===== src/hdl/lphi_pkg.sv =====
`timescale 1ns / 1ps
// ----------------------------------------------------------------------------
// Linear probe hash insert package
// Shared sizes, codes and the controller/datapath handshake structs.
// ----------------------------------------------------------------------------
package lphi_pkg;

    localparam int TABLE_SIZE = 128;
    localparam int SLOT_W     = (TABLE_SIZE > 1) ? $clog2(TABLE_SIZE) : 1;
    localparam int CNT_W      = SLOT_W + 1;
    localparam bit IS_POW2    = ((TABLE_SIZE & (TABLE_SIZE - 1)) == 0);

    localparam int KEY_W      = 31;
    localparam int PAY_W      = 64;
    localparam int IDX_W      = 7;
    localparam int STAT_W     = 2;

    // Reciprocal of the table size for the home slot unit. With this shift
    // the estimated quotient is never more than one below the true one.
    localparam int          RECIP_SH = KEY_W + SLOT_W;
    localparam logic [31:0] RECIP    = 32'((64'd1 << RECIP_SH) / TABLE_SIZE);

    typedef enum logic [STAT_W-1:0] {
        ST_DONE   = 2'd0,
        ST_FULL   = 2'd1,
        ST_BADKEY = 2'd2
    } t_status;

    typedef enum logic [0:0] {
        CMD_INSERT = 1'b0,
        CMD_READ   = 1'b1
    } t_command;

    typedef enum logic [2:0] {
        S_IDLE,
        S_HASH,
        S_PROBE,
        S_RDATA
    } t_state;

    // Commands from the controller to the datapath.
    typedef struct packed {
        logic load;          // capture the input beat and start hashing
        logic probe_step;    // advance to the next slot
        logic write_slot;    // store the record at the current slot
        logic rd_issue;      // read the slot named by the read beat
        logic res_insert;    // post a successful insert result
        logic res_full;      // post a table-full result
        logic res_badkey;    // post an invalid-key result
        logic res_read;      // post a slot read result
    } t_dp_cmd;

    // Status from the datapath to the controller.
    typedef struct packed {
        logic is_read;
        logic key_zero;
        logic hash_busy;
        logic slot_free;
        logic probe_last;
        logic out_free;
    } t_dp_stat;

endpackage


===== src/hdl/lphi_ctrl.sv =====
`timescale 1ns / 1ps
// ----------------------------------------------------------------------------
// Linear probe hash insert controller
// Sequences hashing, probing and slot reads, one request at a time.
// ----------------------------------------------------------------------------
module lphi_ctrl
    import lphi_pkg::*;
(
    input  logic     i_clk,
    input  logic     i_rst_n,
    input  logic     i_req_valid,
    output logic     o_req_ready,
    input  t_dp_stat i_stat,
    output t_dp_cmd  o_cmd
);

    t_state r_state;
    t_state n_state;

    always_ff @(posedge i_clk) begin
        if (!i_rst_n) begin
            r_state <= S_IDLE;
        end else begin
            r_state <= n_state;
        end
    end

    always_comb begin
        n_state     = r_state;
        o_cmd       = '0;
        o_req_ready = 1'b0;
        unique case (r_state)
            S_IDLE: begin
                o_req_ready = 1'b1;
                if (i_req_valid) begin
                    o_cmd.load = 1'b1;
                    n_state    = S_HASH;
                end
            end
            S_HASH: begin
                if (i_stat.is_read) begin
                    o_cmd.rd_issue = 1'b1;
                    n_state        = S_RDATA;
                end else if (i_stat.key_zero) begin
                    if (i_stat.out_free) begin
                        o_cmd.res_badkey = 1'b1;
                        n_state          = S_IDLE;
                    end
                end else if (!i_stat.hash_busy) begin
                    n_state = S_PROBE;
                end
            end
            S_PROBE: begin
                if (i_stat.slot_free) begin
                    if (i_stat.out_free) begin
                        o_cmd.write_slot = 1'b1;
                        o_cmd.res_insert = 1'b1;
                        n_state          = S_IDLE;
                    end
                end else if (i_stat.probe_last) begin
                    if (i_stat.out_free) begin
                        o_cmd.res_full = 1'b1;
                        n_state        = S_IDLE;
                    end
                end else begin
                    o_cmd.probe_step = 1'b1;
                end
            end
            S_RDATA: begin
                if (i_stat.out_free) begin
                    o_cmd.res_read = 1'b1;
                    n_state        = S_IDLE;
                end
            end
            default: begin
                n_state = S_IDLE;
            end
        endcase
    end

endmodule


===== config.mk =====
export PLATFORM = sky130hd
export DESIGN_NAME = lphi_ctrl
export DESIGN_NICKNAME = d
export VERILOG_FILES = /design/src/hdl/lphi_pkg.sv /design/src/hdl/lphi_ctrl.sv
export SDC_FILE = /design/constraint.sdc
export NUM_CORES = 1
export LEC_CHECK = 0
export ABC_CLOCK_PERIOD_IN_PS = 1200
export BUFFER_PORTS_ARGS = -buffer_cell sky130_fd_sc_hd__buf_2
export CORE_AREA = 4 4 41 43
export DETAILED_ROUTE_END_ITERATION = 12
export DIE_AREA = 0 0 45 47
export PLACE_DENSITY = 0.53
export SYNTH_ARGS = -nofsm -noshare
export SYNTH_HDL_FRONTEND = slang
export SYNTH_SLANG_ARGS = --single-unit

===== constraint.sdc =====
create_clock -name i_clk -period 1.2 [get_ports i_clk]
set_input_delay 0.06 -clock i_clk [delete_from_list [all_inputs] [get_ports i_clk]]
set_output_delay 0.06 -clock i_clk [all_outputs]
set_load 0.03 [all_outputs]

==> impl_results.md <==
* FF-to-FF path depth at 5
* Core area at 1300 sq um
* Period Utilization, post-route at 1.14
* DIE HEIGHT at 47 um
* GRT Util Overall at 0.0931
* Nets@finish at 71
* Pin count of the biggest net entering global routing at 9
* Post-Syn Instances at 34
* MaxCap Viol Count at 0
* Wire length per cell at 11.5 um
* CTS Buf Count at 3
* Yosys warns at 0
* Net Count, Synth at 43
* Clock skew at 4.82 ps
* # fillers at 144
* Largest regs: r_state: 3 flops
* Port bufs at 17
* Number of synthesized register bits at 3
* Total negative setup slack at -801 ps
* Dominant cells by area after synthesis: dfxtp_1 (20%), nor4b_4 (16%), buf_6 (7.6%)
* Drt pass-1 iters at 4
* PnR worst setup slack at -173 ps
* Share of cells above drive strength 1 at 0.689
* Top post-synthesis cells by count: nor3_1 (4), dfxtp_1 (3), nand2_1 (3), nor2b_1 (3)
* Ports at 18
* Via count at 356
* Top FF cell, synth: dfxtp_1
* Global-route wire length before repair at around 1400 um
* Crit. End Element: output port
* CTS tree: yes
* Root buffer cell: clkbuf_4
* CP Max Fanout at 3
* DIE WIDTH at 45 um
* Clock latency at the later pin of the worst-skew pair at approximately 240 ps
* Vias in the first global route at 333
* Top reg by flops: r_state
* Final hold violation count at 0
* Yosys top cell by area: dfxtp_1
* H-tree depth at 1
* Slew Viols, Final at 0
* Hpwl dp at 665 um
* Area delta synth->final at 98.7%
* Starting Density at 0.228
* Vias per inst at approximately 4.7
* Failing checks: setup timing
* DIE AREA at 2120 sq um
* WHS Path Cells at 2
* CP Launch Type: register
* Post-layout min period at 1370 ps
* Leakage power at 0.000248 uW
* Top-count cell post-synth: nor3_1
* # hold bufs at CTS at 0
* Final Power at between 400 and 500 uW
* FP Rows at 13
* Setup CP Type: register to output port
* Clk pin slew, worst setup/hold paths at 40 ps
* Grt ovf at 0
* Post-synth EDFFs at 0
* Number of remaining DRC errors at 0
* F_max at 729 MHz
* TritonCTS Sinks at 3
* Placement Setup Slack at 55.9 ps
* PwrDens at 682 nW/um^2
* Final Util at 0.453
* Post-Syn Area at 297 sq um
* Diode count at 0
* Synth unique cells at 20
* Synth Area per Inst at 8.72 sq um
* RSZ-0062 raised after global routing: yes
* CP Data Required Time at ~1100 ps
* Antenna violations before repair at 0
* Status: complete, but fails checks
* Routed wire length at 873 um
* IR drop worst, VDD at 761 uV
* RePlAce Congestion at roughly 0.74
* FFs w/ async S/R, synth at 0
* Share of the synthesized area in the top cell type at 0.203
* HP Class: primary input to register
* Seq/Total Area, Yosys at 0.203
* Arr. time, crit path at 1310 ps
* Max reg flops at 3
* Routed Antenna Nets at 0
* Clock Path Buffers at 2
* DR iter-0 viols at 2
* Hold_ws at 62.4 ps
* Final setup viols at 8
timing repair:
action	CTS	global route
gates resized for setup	16	12
setup buffers	1	3
pin swaps	2	3
setup endpoints to repair	8	10
worst max-delay path: stages, from the launching register on:
cell and delay [ps]:
dfxtp_4 330, buf_4 130, nor4b_4 280, and3_1 200, buf_6 130
per-layer routing:
metal  vias up  track usage  share of wire
li1        176            -              -
met2        14        0.147           0.50
met3         2       0.0345          0.064
met4         0       0.0702          0.022
met5         -            0              0
met1       164        0.102           0.41
worst paths after layout:
kind         slack (ps)                    start                 endpoint
max                -170  r_state[2]$_SDFFE_PN0P_                 o_cmd[1]
min                  60                  i_rst_n  r_state[1]$_SDFFE_PN0P_
max reg2reg         -10  r_state[2]$_SDFFE_PN0P_  r_state[1]$_SDFFE_PN0P_
min reg2reg         630  r_state[1]$_SDFFE_PN0P_  r_state[0]$_SDFFE_PN0P_
power breakdown:
group	switching (uW)	internal (uW)
Sequential	5.42	101
Combinational	54.4	57.4
Clock	58.5	125
Total	118	283
layout by cell type, fill, tap and decap left out, types with 2 or more instances in the layout:
cell type	n
nor4b_4	3
dfxtp_4	3
buf_2	8
nor3_1	2
nand2_1	2
nor2b_1	3
o22ai_1	2
clkbuf_4	3
buf_6	8
buf_4	9
cell families (layout without fill, tap and decap cells):
family | after synthesis | count (layout) | synth area share
AND/OR/NAND/NOR | 21 | 21 | 0.549
multiplexers | 1 | 1 | 0.0338
AO/OA/AOI/OAI | 4 | 4 | 0.0886
flip-flops | 3 | 3 | 0.203
buffers and inverters | 4 | 31 | 0.114
other | 1 | 1 | 0.0126
cell type report:
cell class	instances	area, sq um	area share
clock buffers	4	26.3	0.0446
inverters	1	3.75	0.00637
multi-input cells	27	256	0.435
flip-flops and latches	3	71.3	0.121
well taps	15	18.8	0.0318
repair buffers	26	213	0.361
per-stage QoR:
stage	cells	instance area (sq um)
finish	76	589
global route	76	589
CTS	73	529
detailed placement	68	450
global placement	68	450
floorplan	34	343
(Power assumes the default switching activity.)
